## config.mk

```make
export PLATFORM = sky130hd
export DESIGN_NAME = wts_blend
export DESIGN_NICKNAME = d
export VERILOG_FILES = /design/src/sv/wts_pkg.sv /design/src/sv/wts_blend.sv
export SDC_FILE = /design/constraint.sdc
export NUM_CORES = 1
export LEC_CHECK = 0
export BUFFER_PORTS_ARGS = -buffer_cell sky130_fd_sc_hd__buf_2
export CORE_AREA = 5 5 170 254
export CTS_BUF_LIST = sky130_fd_sc_hd__clkbuf_8
export CTS_CLUSTER_SIZE = 24
export DETAILED_ROUTE_END_ITERATION = 6
export DIE_AREA = 0 0 175 259
export MAX_ROUTING_LAYER = met4
export PLACE_DENSITY = 0.74
export SYNTH_ARGS = -nofsm -noshare
export SYNTH_HDL_FRONTEND = slang
export SYNTH_SLANG_ARGS = --single-unit
```

## constraint.sdc

```tcl
create_clock -name clock -period 12.9 [get_ports clock]
set_input_delay 1.29 -clock clock [delete_from_list [all_inputs] [get_ports clock]]
set_output_delay 1.29 -clock clock [all_outputs]
set_load 0.005 [all_outputs]
```

## src/sv/wts_pkg.sv

```systemverilog
// ----------------------------------------------------------------------------
// wts_pkg
// Shared types and fixed constants of the wrap-addressed texture sampler.
// ----------------------------------------------------------------------------
package wts_pkg;

   localparam int COORD_W   = 24;
   localparam int FRAC_BITS = 8;
   localparam int INT_W     = COORD_W - FRAC_BITS;
   localparam int SIDE_W    = 7;
   localparam int MAX_SIDE  = 64;
   localparam int IDX_W     = $clog2(MAX_SIDE);
   localparam int ADDR_W    = IDX_W + SIDE_W;
   localparam int FW_W      = FRAC_BITS + 1;
   localparam int WGT_W     = 2 * FRAC_BITS + 1;
   localparam int ACC_W     = 2 * FRAC_BITS + 8;
   localparam int LANES     = 4;
   localparam int CNT_W     = $clog2(INT_W);

   localparam logic [FW_W-1:0]  ONE_FRAC   = FW_W'(1) << FRAC_BITS;
   localparam logic [WGT_W-1:0] UNIT_WGT   = WGT_W'(1) << (2 * FRAC_BITS);
   localparam logic [ACC_W:0]   ROUND_HALF = (ACC_W + 1)'(1) << (2 * FRAC_BITS - 1);

   localparam logic [1:0] CSR_WIDTH  = 2'd0;
   localparam logic [1:0] CSR_HEIGHT = 2'd1;
   localparam logic [1:0] CSR_FILTER = 2'd2;

   localparam logic FUNC_WRITE  = 1'b0;
   localparam logic FUNC_SAMPLE = 1'b1;

   localparam logic MODE_NEAREST = 1'b0;

   typedef struct packed {
      logic busy;
      logic done;
   } mod_status_type;

   typedef struct packed {
      logic clear;
      logic accumulate;
   } blend_ctl_type;

endpackage

```

## src/sv/wts_blend.sv

```systemverilog
// ----------------------------------------------------------------------------
// wts_blend
// Four-lane weighted accumulator with half-up rounding to 8 bits.
// ----------------------------------------------------------------------------
module wts_blend
   import wts_pkg::*;
(
   input  logic                       clock,
   input  blend_ctl_type              ctl,
   input  logic [WGT_W-1:0]           weight,
   input  logic [31:0]                texel,
   output logic [LANES-1:0][7:0]      channel
);

   logic [ACC_W-1:0] acc_ff [LANES];
   logic [ACC_W:0]   rounded [LANES];

   always_ff @(posedge clock) begin
      for (int k = 0; k < LANES; k++) begin
         if (ctl.clear) begin
            acc_ff[k] <= '0;
         end else if (ctl.accumulate) begin
            acc_ff[k] <= acc_ff[k] + ACC_W'(ACC_W'(weight) * ACC_W'(texel[8*k +: 8]));
         end
      end
   end

   always_comb begin
      for (int k = 0; k < LANES; k++) begin
         rounded[k] = {1'b0, acc_ff[k]} + ROUND_HALF;
         if (rounded[k][ACC_W:2*FRAC_BITS] > (ACC_W + 1 - 2 * FRAC_BITS)'(255)) begin
            channel[k] = 8'hFF;
         end else begin
            channel[k] = rounded[k][2*FRAC_BITS +: 8];
         end
      end
   end

endmodule

```

==> Yosys cells after proc, flatten, opt, wreduce, memory -nomap -nowiden <==
Memory sizes are Yosys's and may differ from the RTL's.
Index checks and enable logic that the tools add are counted.
{ "classes": {"add_sub_neg": 8, "n_mul": 4, "n_lt_le_gt_ge": 4, "n_mux": 13, "bitwise_logic": 4} }
{ "op_table": {"columns": ["op", "count"], "rows": [
  ["adder 24 x 16 -> 25 bit (second input constant)", 4],
  ["adder 24 bit", 4],
  ["multiplier 17 x 8 -> 24 bit", 4],
  ["two-way mux 24 bit", 4],
  ["greater-than comparator 9 x 8 -> 1 bit (second input constant)", 4],
  ["two-way mux 8 bit", 4],
  ["two-way mux 1 bit", 5],
  ["bitwise OR 1 bit", 4]
]} }
{ "totals": {"reg_bits": 0, "ram_bits": 96, "in_bits": 52, "out_inout_bits": 32, "elab_cells": 34, "n_memories": 1} }
{ "memory_table": {"columns": ["memory", "words", "word_bits", "read_ports", "rd_ports_with_merged_regs", "wr", "line", "text"], "rows": [
  ["acc_ff", 4, 24, 4, 0, 4, "wts_blend.sv:15", "logic [ACC_W-1:0] acc_ff [LANES];"]
]} }

==> Depth between registers and ports, before layout <==
{ "depth": {"ltp_word": 4, "ltp_mapped": 20, "mapped_depth_nobuf": 18} }

==> Worst setup path after synthesis <==
OpenSTA, ideal clock, no wires.
{ "synth_timing": {"path_type": "input-to-reg", "from": "in weight[9]", "to": "mem acc_ff[0][47] (netlist bit), data pin", "setup_time_ns": 0.270, "t_arrival_ns": 5.598, "slack_ns": 7.032, "cell_stages": 17, "n_path_buf": 1, "cell_sequence": "clkbuf_1 > nand2_1 > fa_1 > inv_1 > fa_1 > fa_1 > inv_1 > fa_1 > inv_1 > ha_1 > and3_4 > o211a_1 > a211o_1 > a221o_1 > a2111oi_4 > or3_1 > a21oi_1"} }
{ "synth_rtl": {"columns": ["item", "line", "text"], "rows": [
  ["from (decl)", "wts_blend.sv:10", "input logic [WGT_W-1:0] weight,"],
  ["to (decl)", "wts_blend.sv:15", null]
]} }

==> results.yml <==
logic_synthesis:
  yosysWarnings: 0
  synthAdderAreaFrac: 0.468
  synthArstFlopShare: 0
  syn_area_um2: 23600
  synthMuxAreaShare: 0.00265
  syn_nets: 3335
  synth.avg_cell_area_um2: 8.86
  synth_top_family_by_area: "adder cells"
  synth_flop_cell: "edfxtp_1"
  ys_ff_latch: 96
  ys_seq_area_frac: 0.122
  synth_cells: 2667
  yosys.area_share.simple: 0.184
  synth_compound_area_frac: 0.0640
  synth.distinct_cells: 51
  synth_edf_count: 96
  synth_xor_area_frac: 0.0367
worst_setup_path:
  critPathMaxFanout: 32
  cp-end-kind: "register"
  r2r-end: "acc_ff[0][22]"
  cp-startpoint: "weight[9]"
  critPathKind: "input pin to register"
  r2r_cells: 16
  cp-endpoint: "acc_ff[1][44]"
  startpoint_type: "input pin"
  r2r_slack_ns: 7.90
  reg2reg_from: "acc_ff[0][15]"
  arrival_ns: 6.31
  cp.required_ns: 13.08
drt:
  drc_errors: 0
  routedWlPerCell_um: 17.3
  wirelength_mm: 54.9
  top_layer: "met4"
  vias: 17507
  dr.pass1.iters: 5
  wl_met1_mm: 20.5
  wl_met3_mm: 2.25
  drtIter0Drc: 1022
  vias_per_cell: 5.51
  route.met2.wl_mm: 30.0
  ant_nets: 0
placement:
  io_buffers: 83
  gp_congestion: 0.922
  dp_hpwl_mm: 42.5
clocking:
  cts_setup_buffers: 0
  cts_sinks: 96
  postCtsResizedCells: 0
  ctsHoldBuffers: 0
  htreeDepth: 3
  clk_pin_slew_worst_paths_ns: 0.12
  cts_tree: "yes"
  cts-root-buf: "clkbuf_8"
  worstSkewPairLatency_ns: 0.46
  cts_buffer_depth: 2
  cts_buffers: 9
timing:
  maxSlewViolCount: 0
  layout_min_cycle_time_ns: 6.14
  finalHoldViolCount: 0
  setup_violations: 0
  tns_ns: 0
  period_share: 0.476
  rsz0062_at_grt: "no"
  worstMarginPinSlew_ns: 1.11
  fin_skew_ns: 0.0333
  relSlewSlack: 0.260
  max_freq_ghz: 0.163
cells_and_area:
  largest_register_ffs: 96
  reg_top3: "acc_ff: 96 flops"
  multi_input_area_um2: 17900
  regMostFlops: "acc_ff"
  area_growth_pct: 3.66
  drive_gt1_frac: 0.0428
  fillers: 3554
  regArea_um2: 2880
  layout.nets: 3324
min_path:
  hp-class: "register to register"
  holdPathStages: 2
status:
  outcome: "finished, final reports clean"
floorplanning:
  core_um2: 40800
  io_pins: 84
  rows: 91
  die_area_um2: 45300
  fp.dieH_um: 259
  die_w_um: 175
  start_util: 0.580
grt:
  overflow: 0
  grt_pass1_wl_mm: 93.9
  track_usage: 0.263
  antenna_found_initial: 1
  grt_pass1_vias: 19860
  grt_max_degree: 76
run:
  maxCapViolations: 0
[cell usage after synthesis (3+ instances only)]
| library cell | instances | share of area |
|---|---|---|
| nor3b_1 | 3 | 0.00095 |
| a21boi_0 | 4 | 0.0013 |
| a221oi_1 | 3 | 0.0011 |
| buf_1 | 9 | 0.0014 |
| o2111ai_1 | 3 | 0.0011 |
| nor4_1 | 5 | 0.0013 |
| nor3_1 | 13 | 0.0028 |
| nor2b_1 | 13 | 0.0034 |
| a211o_1 | 4 | 0.0015 |
| clkbuf_1 | 100 | 0.016 |
| o21bai_1 | 10 | 0.0032 |
| ha_1 | 168 | 0.089 |
| edfxtp_1 | 96 | 0.12 |
| nand4_1 | 14 | 0.0037 |
| mux2i_1 | 4 | 0.0017 |
| o211ai_1 | 4 | 0.0013 |
| a211oi_1 | 11 | 0.0035 |
| inv_1 | 659 | 0.10 |
| nand2b_1 | 14 | 0.0037 |
| xnor2_1 | 63 | 0.023 |
| o31ai_1 | 8 | 0.0025 |
| and3_1 | 12 | 0.0032 |
| and4_1 | 3 | 0.0011 |
| and2_1 | 375 | 0.099 |
| nand2_1 | 266 | 0.042 |
| fa_1 | 448 | 0.38 |
| xor2_1 | 36 | 0.013 |
| a311oi_1 | 3 | 0.0011 |
| o21a_1 | 6 | 0.0019 |
| o21ai_0 | 40 | 0.0085 |
| a21oi_1 | 78 | 0.017 |
| a31o_2 | 3 | 0.0011 |
| nor2_1 | 100 | 0.016 |
| a21o_1 | 36 | 0.011 |
| a31oi_1 | 7 | 0.0019 |
| nand3_1 | 25 | 0.0053 |
[metal layers]
metal | vias to the layer above | track usage
met5 | - | -
met1 | 8949 | 0.294
li1 | 7937 | -
met3 | 146 | 0.0277
met2 | 475 | 0.479
met4 | 0 | 0.113
[how the worst min path moves through the flow]
stage / startpoint / slack (ns) / end
global placement: acc_ff[0][24] / 0.64 / acc_ff[0][24]
global route: acc_ff[1][0] / 0.69 / acc_ff[1][0]
detailed placement: acc_ff[1][0] / 0.64 / acc_ff[1][0]
finish: acc_ff[1][0] / 0.66 / acc_ff[1][0]
CTS: acc_ff[1][0] / 0.67 / acc_ff[1][0]
floorplan: acc_ff[0][0] / 0.62 / acc_ff[0][0]
[cell usage in the layout (no fill, tap or decap), drive strengths merged, types with 4 or more instances in the layout]
cell	instances
inv	661
fa	448
and2	375
nand2	266
ha	168
nor2	100
edfxtp	96
buf	87
a21oi	78
xnor2	63
o21ai	41
xor2	36
a21o	36
nand3	25
nand4	14
nand2b	14
nor3	13
and3	13
nor2b	13
a211oi	11
o21bai	10
clkbuf	9
o31ai	8
a31oi	7
o21a	6
nor4	5
diode	4
a211o	4
a21boi	4
o211ai	4
mux2i	4
clkinv	4
[final cells by class]
class,instances,share of cell area
diodes,4,0.000409
clock inverters,7,0.00194
multi-input cells,1803,0.730
well taps,511,0.0261
inverters,659,0.101
clock buffers,9,0.00506
repair buffers,87,0.0182
flip-flops and latches,96,0.118
[stage by stage]
| stage | hold WS (ns) | setup WS, ns | instances | instance area [um^2] | util |
|---|---|---|---|---|---|
| floorplan | 0.622 | 7.03 | 2667 | 23600 | - |
| global placement | 0.638 | 6.43 | 3156 | 24300 | 0.597 |
| detailed placement | 0.639 | 6.38 | 3156 | 24300 | 0.597 |
| CTS | 0.669 | 6.84 | 3172 | 24500 | 0.601 |
| global route | 0.690 | 6.56 | 3173 | 24500 | 0.601 |
| finish | 0.663 | 6.76 | 3176 | 24500 | 0.601 |
[kinds of logic (layout without fill, tap and decap cells)]
logic type,after synthesis,in the layout
DFF,96,96
xor gates and xnor gates,99,99
muxes,6,6
AOI/OAI and AO/OA,234,234
and+or+nand+nor,848,848
adders and majority gates,616,616
other,0,4
buffers and inverters,768,762
[critical path, stage by stage]
cell and delay, ns:
buf_2 0.53, nand2_1 0.19, fa_1 0.54, inv_1 0.05, fa_1 0.49, fa_1 0.55, inv_1 0.05, fa_1 0.48
inv_1 0.04, ha_1 0.33, a21oi_1 0.20, nand2_1 0.07, o21ai_0 0.39, o21ai_0 0.34, a311oi_1 0.45, xor2_1 0.22
nor2_1 0.05
Power is not shown: default switching activity piles up to over one toggle a cycle in this logic, so the estimate is an artifact.
