[src/sv/wts_pkg.sv]
// ----------------------------------------------------------------------------
// wts_pkg
// Shared types and fixed constants of the wrap-addressed texture sampler.
// ----------------------------------------------------------------------------
package wts_pkg;

   localparam int COORD_W   = 24;
   localparam int FRAC_BITS = 8;
   localparam int INT_W     = COORD_W - FRAC_BITS;
   localparam int SIDE_W    = 7;
   localparam int MAX_SIDE  = 64;
   localparam int IDX_W     = $clog2(MAX_SIDE);
   localparam int ADDR_W    = IDX_W + SIDE_W;
   localparam int FW_W      = FRAC_BITS + 1;
   localparam int WGT_W     = 2 * FRAC_BITS + 1;
   localparam int ACC_W     = 2 * FRAC_BITS + 8;
   localparam int LANES     = 4;
   localparam int CNT_W     = $clog2(INT_W);

   localparam logic [FW_W-1:0]  ONE_FRAC   = FW_W'(1) << FRAC_BITS;
   localparam logic [WGT_W-1:0] UNIT_WGT   = WGT_W'(1) << (2 * FRAC_BITS);
   localparam logic [ACC_W:0]   ROUND_HALF = (ACC_W + 1)'(1) << (2 * FRAC_BITS - 1);

   localparam logic [1:0] CSR_WIDTH  = 2'd0;
   localparam logic [1:0] CSR_HEIGHT = 2'd1;
   localparam logic [1:0] CSR_FILTER = 2'd2;

   localparam logic FUNC_WRITE  = 1'b0;
   localparam logic FUNC_SAMPLE = 1'b1;

   localparam logic MODE_NEAREST = 1'b0;

   typedef struct packed {
      logic busy;
      logic done;
   } mod_status_type;

   typedef struct packed {
      logic clear;
      logic accumulate;
   } blend_ctl_type;

endpackage

[src/sv/wts_modunit.sv]
// ----------------------------------------------------------------------------
// wts_modunit
// Bit-serial modulo unit: signed coordinate mod image side, one bit a cycle,
// result in [0, n) once done.
// ----------------------------------------------------------------------------
module wts_modunit
   import wts_pkg::*;
(
   input  logic                     clock,
   input  logic                     reset,
   input  logic                     start,
   input  logic signed [INT_W-1:0]  c_in,
   input  logic [SIDE_W-1:0]        n_in,
   output mod_status_type           status,
   output logic [SIDE_W-1:0]        result
);

   logic [INT_W-1:0]  mag_ff,  mag_in;
   logic [SIDE_W-1:0] rem_ff,  rem_in;
   logic [SIDE_W-1:0] n_ff,    n_in_reg;
   logic              neg_ff,  neg_in;
   logic [CNT_W-1:0]  cnt_ff,  cnt_in;
   logic              busy_ff, busy_in;
   logic              done_ff, done_in;
   logic [SIDE_W:0]   trial;

   always_comb begin
      mag_in   = mag_ff;
      rem_in   = rem_ff;
      n_in_reg = n_ff;
      neg_in   = neg_ff;
      cnt_in   = cnt_ff;
      busy_in  = busy_ff;
      done_in  = done_ff;
      trial    = {rem_ff, mag_ff[INT_W-1]};
      if (start) begin
         mag_in   = c_in[INT_W-1] ? INT_W'(-c_in) : INT_W'(c_in);
         rem_in   = '0;
         n_in_reg = n_in;
         neg_in   = c_in[INT_W-1];
         cnt_in   = '0;
         busy_in  = 1'b1;
         done_in  = 1'b0;
      end else if (busy_ff) begin
         if (trial >= {1'b0, n_ff}) begin
            rem_in = SIDE_W'(trial - {1'b0, n_ff});
         end else begin
            rem_in = SIDE_W'(trial);
         end
         mag_in = {mag_ff[INT_W-2:0], 1'b0};
         cnt_in = cnt_ff + CNT_W'(1);
         if (cnt_ff == CNT_W'(INT_W - 1)) begin
            busy_in = 1'b0;
            done_in = 1'b1;
         end
      end
   end

   always_ff @(posedge clock) begin
      if (reset) begin
         busy_ff <= 1'b0;
         done_ff <= 1'b0;
         cnt_ff  <= '0;
      end else begin
         busy_ff <= busy_in;
         done_ff <= done_in;
         cnt_ff  <= cnt_in;
      end
      mag_ff <= mag_in;
      rem_ff <= rem_in;
      n_ff   <= n_in_reg;
      neg_ff <= neg_in;
   end

   // negative operand: fold truncated remainder back into range
   assign result = (neg_ff && rem_ff != '0) ? SIDE_W'(n_ff - rem_ff) : rem_ff;
   assign status.busy = busy_ff;
   assign status.done = done_ff;

   a_result_in_range: assert property (@(posedge clock) disable iff (reset)
      done_ff |-> result < n_ff)
      else $error("modulo result not below divisor");

endmodule

[config.mk]
export PLATFORM = sky130hd
export DESIGN_NAME = wts_modunit
export DESIGN_NICKNAME = d
export VERILOG_FILES = /design/src/sv/wts_pkg.sv /design/src/sv/wts_modunit.sv
export SDC_FILE = /design/constraint.sdc
export NUM_CORES = 1
export LEC_CHECK = 0
export BUFFER_PORTS_ARGS = -buffer_cell sky130_fd_sc_hd__clkbuf_2
export CORE_MARGIN = 1.5
export CORE_UTILIZATION = 55
export CTS_BUF_LIST = sky130_fd_sc_hd__clkbuf_2
export DETAILED_ROUTE_END_ITERATION = 8
export GPL_TIMING_DRIVEN = 0
export PLACE_DENSITY = 0.8
export RECOVER_POWER = 100
export SLEW_MARGIN = 10
export SYNTH_ARGS = -nofsm -noshare
export SYNTH_HDL_FRONTEND = slang
export SYNTH_SLANG_ARGS = --single-unit
[constraint.sdc]
create_clock -name clock -period 3.83 [get_ports clock]
set_clock_uncertainty 0.15 [all_clocks]
set_input_delay 0.766 -clock clock [delete_from_list [all_inputs] [get_ports clock]]
set_output_delay 0.766 -clock clock [all_outputs]
set_load 0.01 [all_outputs]
---- After elaboration in Yosys (flattened, before gate mapping) ----
Index checks and enable logic that the tools add are counted.
storage, ports and cells
  word-level logic and storage cells ...... 26
  output and inout port bits .............. 9
  register bits after elaboration ......... 37
  input bits .............................. 26
operators by class
  order comparisons ....................... 1
  $add $sub $neg .......................... 4
  reductions and logical operators ........ 5
  muxes and demuxes ....................... 8
  equality and inequality tests ........... 1
operators by type and width
  cell                   count
  $mux W16               3
  $neg A16 Y16           1
  $mux W7                2
  $sub A7 B7 Y7          2
  $ge A8 B7 Y1           1
  $reduce_bool A7 Y1     1
  $add A4 B1 Y4 const B  1
  $eq A4 B4 Y1 const B   1
  $mux W1                3
  $reduce_and A2 Y1      1
  $reduce_bool A2 Y1     1
  $reduce_or A2 Y1       1
  $logic_and A1 B1 Y1    1

---- Depth between registers and ports, before layout ----
Gate-level depths: netlist of run 1.
  depth in word-level cells ............... 4
  gate-level depth with buffers ........... 9
  gate-level depth less buffers ........... 9

---- Worst setup path before layout of run 1 ----
Ideal clock, no wire load.
  path type ............................... register to output
  start ................................... register rem_ff[0]
  end ..................................... output result[6]
  path buffers ............................ 0
  cell stages (with the launch flop) ...... 8
  data arrival time ....................... 1.883 ns
  data required time ...................... 2.914 ns
  setup slack ............................. 1.031 ns
  cells stage by stage .................... dfxtp_1 -> ha_1 -> fa_1 -> nand2b_1 -> a21oi_1 -> or4_1 -> a21oi_1 -> xor2_1
on the way
  longest elaborated chain between the ends .. 3
  elaborated cells on any way between the ends .. 4
  classes of those cells .................. add/sub (1); mux (1); reduce/logical (2)
RTL lines
  item                                                                   line               text
  start, declared                                                        wts_modunit.sv:19  logic [SIDE_W-1:0] rem_ff, rem_in;
  start signal, assigned                                                 wts_modunit.sv:70  rem_ff <= rem_in;
  parallel branches: the longest is 2 deep, another holds $sub A7 B7 Y7  --
  $mux W7 *                                                              wts_modunit.sv:76  assign result = (neg_ff && rem_ff != '0) ? SIDE_W'(n_ff - rem_ff) : rem_ff;
  end, declared                                                          wts_modunit.sv:15  output logic [SIDE_W-1:0] result
Every way passes the cells marked *.

---- Worst setup path in the final report of run 1 ----
Ends and elaborated chain as after synthesis.

==> impl_metrics.ini, run 1 <==
[outcome]
status = complete, no violations

[clock_tree]
clk_pin_slew_worst_paths_ns = 0.20
numCtsBuffers = 5
clk_path_buf_depth = 2
post_cts_buffers = 0
cts.sinks = 37
htreeDepth = 2
cts_tree = built
holdBufCountCts = 0
insertion_delay_ns = 0.39
cts_root_buffer = clkbuf_2
cts_resized = 0

[synth]
syn-num-nets = 309
seq_area_frac_synth = 0.402
synthCells = 266
ys_ff_latch = 37
synthFlopType = edfxtp_1
async_flop_share = 0
netlist_area_um2 = 2440
synthesis.area_per_instance_um2 = 9.18
yosys_warnings = 0
synth_top_area_share = 0.295
synth_edf_count = 24
synth_area_leaders = edfxtp_1, dfxtp_1, ha_1
yosysTopAreaCell = edfxtp_1
synth_cell_types = 47

[critical_path]
end_kind = primary output
r2r_start = mag_ff[15]
required_ns = 2.91
critPathMaxFanout = 7
start_kind = register
cp-startpoint = rem_ff[0]
arrival_ns = 2.59
crit_type = register to primary output
reg2reg_depth = 9

[worst_hold_path]
holdCritPathClass = input pin to register
hold_path_depth = 1
hp-start = n_in[3]

[route]
dr.pass1.iters = 5
first_iter_violations = 111
avgViaCountPerCell = 5.71
vias = 2057
drt-total-wl_mm = 5.13
drc_errors = 0
wl_per_cell_um = 14.3
ant_nets = 0

[sta]
report.final.setup_viol = 0
min_period_over_period = 0.917
final.setup.tns_ns = 0
slew_headroom = 0.255
max_clock_freq_ghz = 0.285
tightest_slew_ns = 1.12
period_minus_slack_ns = 3.51
slew_violations = 0
rsz0062_at_grt = no
final_hold_viol_count = 0
fin_hold_ws_ns = 0.403

[global_routing]
grt_pass1_vias = 1954
grt_overflow = 0
antenna_found_initial = 0
grt_usage = 0.221
grt_pass1_wl_mm = 8.65
grt_start_max_net_pins = 17

[job]
cap_violations = 0

[pwr]
switching_power_w = 0.000334
power_density_nw_per_um2 = 384
leakage_nw = 1.10
pwr-share-comb = 0.285
switching_share = 0.323
clkPwrFrac = 0.241
intPower_w = 0.000700
p_seq_frac = 0.473
ir_worst_vdd_v = 0.000264

[floorplan]
core_area_um2 = 4320
die_area_um2 = 4850
die_h_um = 69.6
start_util = 0.565
std_cell_rows = 24
die_w_um = 69.6
io_pins = 35

[cells_and_area]
drive_gt1_frac = 0.120
final_util = 0.624
diodes = 0
area_growth_syn_to_layout_pct = 10.5
final_cell_mix = nor2_1, clkbuf_2, edfxtp_1
nFillCells = 428
final_common_cell = nor2_1
final_nets = 350

[placed_design]
gp_congestion = 0.881
port_buffers = 34
hpwl_mm = 3.80
-- through the flow --
step           power, W  instances  setup WS (ns)  cell area (um2)
2_1_floorplan  0.000712        266           1.03             2440
3_3_place_gp   0.000794        352          0.834             2680
3_5_place_dp   0.000803        352          0.809             2680
4_1_cts         0.00105        360          0.334             2750
5_1_grt         0.00109        360         0.0866             2700
6_report        0.00103        360          0.319             2700
-- synthesized netlist by cell type, types with 6 or more instances --
| cell | count |
|---|---|
| clkbuf_1 | 8 |
| ha_1 | 15 |
| o21ai_0 | 14 |
| dfxtp_1 | 13 |
| nand2_1 | 22 |
| nor3_1 | 8 |
| nor2_1 | 29 |
| xor2_1 | 20 |
| inv_1 | 21 |
| a21oi_1 | 22 |
| nand3_1 | 6 |
| o31ai_1 | 6 |
| edfxtp_1 | 24 |
-- routing by layer --
layer	vias up	GRT usage	part of all wire
li1	1043	-	-
met1	954	0.296	0.47
met2	52	0.360	0.47
met3	8	0.0523	0.042
met4	0	0.0598	0.010
met5	-	0	0
-- critical path, stage by stage, from the launching register on --
cell and delay, ns:
dfxtp_1 0.56, ha_1 0.25, fa_1 0.22, nand2b_1 0.14
a21oi_1 0.10, or4_1 0.46, a21oi_1 0.18, xor2_1 0.15
clkbuf_1 0.16
-- state kept, by name, indices dropped and copies added (netlist names) --
signal   flops
neg_ff       1
busy_ff      1
rem_ff       7
n_ff         7
cnt_ff       4
mag_ff      16
done_ff      1
-- path summary, 6_finish.rpt --
| check | to | slack [ns] |
|---|---|---|
| setup / recovery | result[6] | 0.32 |
| hold / removal | n_ff[3] | 0.40 |
| setup reg to reg | rem_ff[0] | 0.72 |
| hold reg to reg | rem_ff[3] | 0.41 |
-- cell families (layout without fill, tap and decap cells) --
family	Yosys count	in the layout	synth area share
AO/OA/AOI/OAI	62	62	0.174
flip-flops	37	37	0.402
adder cells (fa/ha/maj)	17	17	0.0933
buffers and inverters	32	74	0.0523
XOR/XNOR	23	23	0.0825
AND/OR/NAND/NOR	91	91	0.179
multiplexers	4	4	0.0169
-- power by group through the flow --
stage	combinational, W	clock, W	sequential, W
floorplan	0.000223	0	0.000489
global route	0.000332	0.000268	0.000494
global placement	0.000297	0	0.000497
detailed placement	0.000305	0	0.000498
CTS	0.000307	0.000253	0.000489
finish	0.000295	0.000250	0.000490
-- cell type report --
class	instances	area (um2)	share of cell area
inverter	21	78.8	0.0292
buffer	11	48.8	0.0181
multi-input combinational	197	1300	0.482
clock inverter	2	38.8	0.0144
tap	52	65.1	0.0241
sequential	37	981	0.364
timing repair buffer	34	154	0.0571
clock buffer	6	30.0	0.0111
Note: power is estimated with default switching activity, not from simulation.
==> run 2, diff against run 1 <==
ABC_AREA = 1   (was default)
CTS_BUF_LIST = sky130_fd_sc_hd__clkbuf_4 sky130_fd_sc_hd__clkbuf_8 sky130_fd_sc_hd__clkbuf_16   (was sky130_fd_sc_hd__clkbuf_2)
==> run 2 against run 1 <==
  * The run now ends with design-rule violations left
  * Register-to-register slack better by 0.56 ns
  * First-iteration DRC count up 71%
  * Final cell count up 24%
  * Die area up 5.4%
  * Sequential power down 2%
  * Area after synthesis up 5.7%
  * Wire length up 7.8%
  * Combinational power down 14%
  * Core utilization up 2.7 points
  * Highest routed layer unchanged
==> impl_metrics.ini, run 2 <==
[critical_path]
cp_common_cell = nand2_1
arrival_ns = 2.02
cp_cell_sequence = ha_1 > fa_1 > inv_1 > nand4_1 > nand2_1 > nand2_1 > nand2_1 > nand2_1 > nand2_1 > clkbuf_1
cpLargestDelayFamily = adder cells
required_ns = 2.91
critPathSlowestCell = dfxtp_1
rrSetupSlack_ns = 1.28
cp_num_buf_inv = 2
start_kind = register
end_kind = primary output
crit_type = register to primary output
max_stage_delay_ns = 0.40
critPathMaxFanout = 6

[pwr]
p_seq_frac = 0.472
power_density_nw_per_um2 = 353
leakage_nw = 1.43
finalPower_w = 0.00102
switching_share = 0.294
clkPwrFrac = 0.280
pwr-share-comb = 0.249
ir_worst_vdd_v = 0.000343
intPower_w = 0.000721
switching_power_w = 0.000301

[outcome]
status = complete, but fails checks
violations = design-rule violations

[placed_design]
port_buffers = 34
placed_cell_area_um2 = 2820
hpwl_mm = 4.36
gp_congestion = 0.905
dpl_worst_slack_ns = 1.24

[synth]
yosysTopAreaCell = edfxtp_1
seq_area_frac_synth = 0.380
netlist_area_um2 = 2580
synth_cell_types = 30
async_flop_share = 0
synth_most_common_cell = nand2_1
ys_ff_latch = 37
synth_top_area_share = 0.279
synth_commonest_cells = nand2_1, inv_1, nand3_1, edfxtp_1, nor2_1
synthFlopType = edfxtp_1
synth_area_leaders = edfxtp_1, nand2_1, dfxtp_1
yosys_warnings = 0
synthCells = 351
synth_edf_count = 24
syn-num-nets = 394
synthesis.area_per_instance_um2 = 7.35

[sta]
max_clock_freq_ghz = 0.341
min_period_over_period = 0.765
slew_headroom = 0.506
slew_violations = 0
tightest_slew_ns = 0.733
period_minus_slack_ns = 2.93
rsz0062_at_grt = no
timing.final.ws_setup_ns = 0.899
report.final.setup_viol = 0
final.setup.tns_ns = 0
final_hold_viol_count = 0

[floorplan]
die_w_um = 71.5
core_area_um2 = 4440
die_h_um = 71.5
io_pins = 35
die_area_um2 = 5110
std_cell_rows = 24
start_util = 0.581

[clock_tree]
insertion_delay_ns = 0.28
cts_tree = built
clk_path_buf_depth = 2
cts_root_buffer = clkbuf_8
cts.sinks = 37
numCtsBuffers = 5
holdBufCountCts = 0
htreeDepth = 2
post_cts_buffers = 0
cts_resized = 0
clk_pin_slew_worst_paths_ns = 0.07

[route]
first_iter_violations = 190
drc_errors = 1
wl_per_cell_um = 12.4
ant_nets = 0
vias = 2325
drt-total-wl_mm = 5.53
dr.pass1.iters = 6
avgViaCountPerCell = 5.22

[cells_and_area]
final_nets = 435
drive_gt1_frac = 0.0992
top_register = mag_ff
area_growth_syn_to_layout_pct = 12.1
diodes = 0
final_cell_mix = nand2_1, inv_1, nand3_1
nFillCells = 405
reg_top3 = mag_ff x16, n_ff x7, rem_ff x7
final_cell_area_um2 = 2890
final_common_cell = nand2_1
largest_register_ff_count = 16

[global_routing]
grt_overflow = 0
grt_pass1_vias = 2097
grt_start_max_net_pins = 17
antenna_found_initial = 0
grt_pass1_wl_mm = 9.20
grt_usage = 0.229

[worst_hold_path]
holdCritPathClass = register to register

[job]
cap_violations = 0
-- run 2: changes by cell type in the layout (fill, tap and decap cells not counted), sizes merged, moves of 6 or more --
cell	before	now
nand2	22	106
nor2	30	24
inv	21	51
o31ai	6	0
nand3	6	43
o21ai	14	21
xor2	20	6
a21oi	22	10
nor3	8	2
-- run 2: cell type report --
cell class / count / area, um2 / area share
well taps: 52 / 65.1 / 0.0225
flip-flops and latches: 37 / 981 / 0.339
repair buffers: 34 / 158 / 0.0545
plain buffers: 9 / 42.5 / 0.0147
clock buffers: 8 / 97.6 / 0.0337
inverters: 51 / 191 / 0.0662
multi-input cells: 254 / 1360 / 0.469
-- run 2: path summary, 6_finish.rpt --
| check | start | endpoint | cells past startpoint |
|---|---|---|---|
| hold / removal | cnt_ff[3] | cnt_ff[3] | 2 |
| hold reg to reg | cnt_ff[3] | cnt_ff[3] | 2 |
| setup / recovery | rem_ff[0] | result[6] | 10 |
| setup reg to reg | mag_ff[15] | rem_ff[5] | 10 |
-- run 2: worst reg2reg max path, stage by stage (launching register included) --
cell      delay (ns)
edfxtp_1        0.37
inv_1           0.10
ha_1            0.15
inv_1           0.06
fa_1            0.42
nand3_1         0.10
nand3_1         0.13
o21ai_0         0.62
nand3_1         0.15
nand3_1         0.14
nand2_1         0.06
-- run 2: cell families after synthesis --
group	share of synthesized area
AO/OA/AOI/OAI	0.0800
XOR/XNOR	0.0407
adder cells (fa/ha/maj)	0.0883
buffers and inverters	0.0936
flip-flops	0.380
AND/OR/NAND/NOR	0.317
-- run 2: power groups by stage --
| stage | clock network, W | registers (W) | logic (W) |
|---|---|---|---|
| after detailed placement | 0 | 0.000490 | 0.000255 |
| after global placement | 0 | 0.000488 | 0.000248 |
| final | 0.000286 | 0.000482 | 0.000254 |
| after floorplan | 0 | 0.000483 | 0.000187 |
| after global routing | 0.000311 | 0.000485 | 0.000289 |
| after CTS | 0.000297 | 0.000482 | 0.000258 |
-- run 2: metal layers --
layer  vias up  global-route usage  wire length, um
met1      1041               0.304             2640
met5         -                   0                0
met3         4              0.0422              258
met4         0              0.0713               36
li1       1227                   -                -
met2        53               0.383             2600
-- run 2: per-stage QoR --
step	std cells	hold WS (ns)	utilization
2_1_floorplan	351	0.288	-
3_3_place_gp	437	0.301	0.633
3_5_place_dp	437	0.308	0.633
4_1_cts	445	0.318	0.655
5_1_grt	445	0.349	0.651
6_report	445	0.314	0.651
==> run 3, diff against run 2 <==
ABC_AREA = 0   (was 1)
CORE_UTILIZATION = 52   (was 55)
PLACE_DENSITY = 0.79   (was 0.8)
clock period = 2.6 ns   (was 3.83 ns; I/O delays follow)
==> run 3 against run 2 <==
  * The run ends with negative setup slack left
  * Total power grew 72%
  * Wire length grew 1.1%
  * Critical path depth shrank 1
  * Final cell count shrank 17%
  * Combinational power grew 110%
  * Setup slack lost 1.1 ns
  * Sequential cell count is the same
  * Count of clock-buffer cells in the layout is the same
  * Register-to-register slack lost 1.3 ns
  * Critical endpoint unchanged
==> impl_metrics.ini, run 3 (synthesis gave the netlist of run 1 again) <==
[critical_path]
cp-startpoint = n_ff[0]
end_kind = primary output
crit_type = register to primary output
r2r_start = n_ff[0]
required_ns = 1.93
arrival_ns = 2.18
critPathMaxFanout = 2
start_kind = register

[route]
avgViaCountPerCell = 5.83
ant_nets = 0
drc_errors = 0
dr.pass1.iters = 4
drt-total-wl_mm = 5.59
vias = 2151
first_iter_violations = 212
wl_per_cell_um = 15.2

[global_routing]
grt_usage = 0.227
antenna_found_initial = 0
grt_pass1_vias = 1971
grt_pass1_wl_mm = 9.05
grt_start_max_net_pins = 17
grt_overflow = 0

[cells_and_area]
final_nets = 359
nFillCells = 354
final_common_cell = nor2_1
drive_gt1_frac = 0.252
diodes = 0
reg_top3 = mag_ff x16, n_ff x7, rem_ff x7
final_cell_mix = nor2_1, clkbuf_2, edfxtp_1
area_growth_syn_to_layout_pct = 21.6
top_register = mag_ff
largest_register_ff_count = 16

[pwr]
switching_share = 0.311
switching_power_w = 0.000546
intPower_w = 0.00121
power_density_nw_per_um2 = 591
p_seq_frac = 0.414
pwr-share-comb = 0.307
leakage_nw = 1.20
clkPwrFrac = 0.280
ir_worst_vdd_v = 0.000554

[floorplan]
io_pins = 35
start_util = 0.549
die_h_um = 71.5
die_area_um2 = 5110
die_w_um = 71.5
std_cell_rows = 24
core_area_um2 = 4440

[sta]
period_minus_slack_ns = 2.85
final_hold_viol_count = 0
report.final.setup_viol = 7
tightest_slew_ns = 0.675
max_clock_freq_ghz = 0.351
final.setup.tns_ns = -0.638
slew_headroom = 0.550
slew_violations = 0
min_period_over_period = 1.09
fin_hold_ws_ns = 0.250
timing.final.ws_setup_ns = -0.246
rsz0062_at_grt = yes

[clock_tree]
holdBufCountCts = 0
clk_pin_slew_worst_paths_ns = 0.07
cts_root_buffer = clkbuf_8
cts.sinks = 37
htreeDepth = 2
clk_path_buf_depth = 2
cts_tree = built
numCtsBuffers = 5
insertion_delay_ns = 0.29

[worst_hold_path]
hp-start = n_in[0]
holdCritPathClass = input pin to register

[job]
cap_violations = 0

[outcome]
status = complete, but fails checks
violations = negative setup slack

[placed_design]
gp_congestion = 0.837
port_buffers = 34
hpwl_mm = 3.83
run 3: changes by cell type in the layout (fill, tap and decap cells not counted), sizes merged, moves of 7 or more:
cell,before,now
a21oi,10,22
buf,3,12
inv,51,21
nand2,106,22
nand3,43,6
o21ai,21,14
xor2,6,20
run 3: area by class of cell:
class,count,area (um2),area share
multi-input cells,197,1440,0.484
well taps,52,65.1,0.0219
clock buffers,8,115,0.0388
flip-flops and latches,37,993,0.335
repair buffers,43,228,0.0767
inverters,21,78.8,0.0266
plain buffers,11,50.0,0.0169
run 3: power by group through the flow:
stage / Clock (W) / Sequential [W] / Combinational (W)
6_report: 0.000491 / 0.000726 / 0.000538
5_1_grt: 0.000515 / 0.000732 / 0.000594
4_1_cts: 0.000495 / 0.000724 / 0.000493
3_5_place_dp: 0 / 0.000734 / 0.000451
3_3_place_gp: 0 / 0.000732 / 0.000439
2_1_floorplan: 0 / 0.000721 / 0.000328
run 3: final timing paths:
kind	depth (start not counted)	slack [ns]	endpoint
worst max-delay path	9	-0.25	result[6]
worst min-delay path	1	0.25	n_ff[0]
worst min register to register	2	0.37	rem_ff[5]
worst max register to register	9	-0.04	rem_ff[0]
run 3: through the flow:
stage	util	total power (W)	cell area, um2	instances	setup slack, ns
2_1_floorplan	-	0.00105	2440	266	0.0468
3_3_place_gp	0.602	0.00117	2680	352	-0.156
3_5_place_dp	0.602	0.00118	2680	352	-0.204
4_1_cts	0.656	0.00171	2910	364	-0.258
5_1_grt	0.668	0.00184	2970	369	-0.370
6_report	0.668	0.00175	2970	369	-0.246
run 3: per-layer routing:
metal,track usage,up-vias,routed length (um)
met2,0.357,55,2680
li1,-,1065,-
met4,0.0734,0,106
met5,0,-,0
met3,0.0492,12,263
met1,0.315,1019,2540
run 3: worst max-delay path, stage by stage (launching register included):
cell and delay (ns):
edfxtp_1 0.42, inv_2 0.09, ha_4 0.13, fa_2 0.21, nand2b_4 0.13, a21oi_2 0.06
or4_1 0.41, a21oi_2 0.14, xor2_1 0.15, buf_2 0.14
run 3: timing repair:
action                                  in CTS  in global routing
buffers inserted                             4                  4
resized for setup                           21                 11
pin swaps                                    4                  7
gates cloned                                 0                  1
endpoints found under the setup margin       7                 13
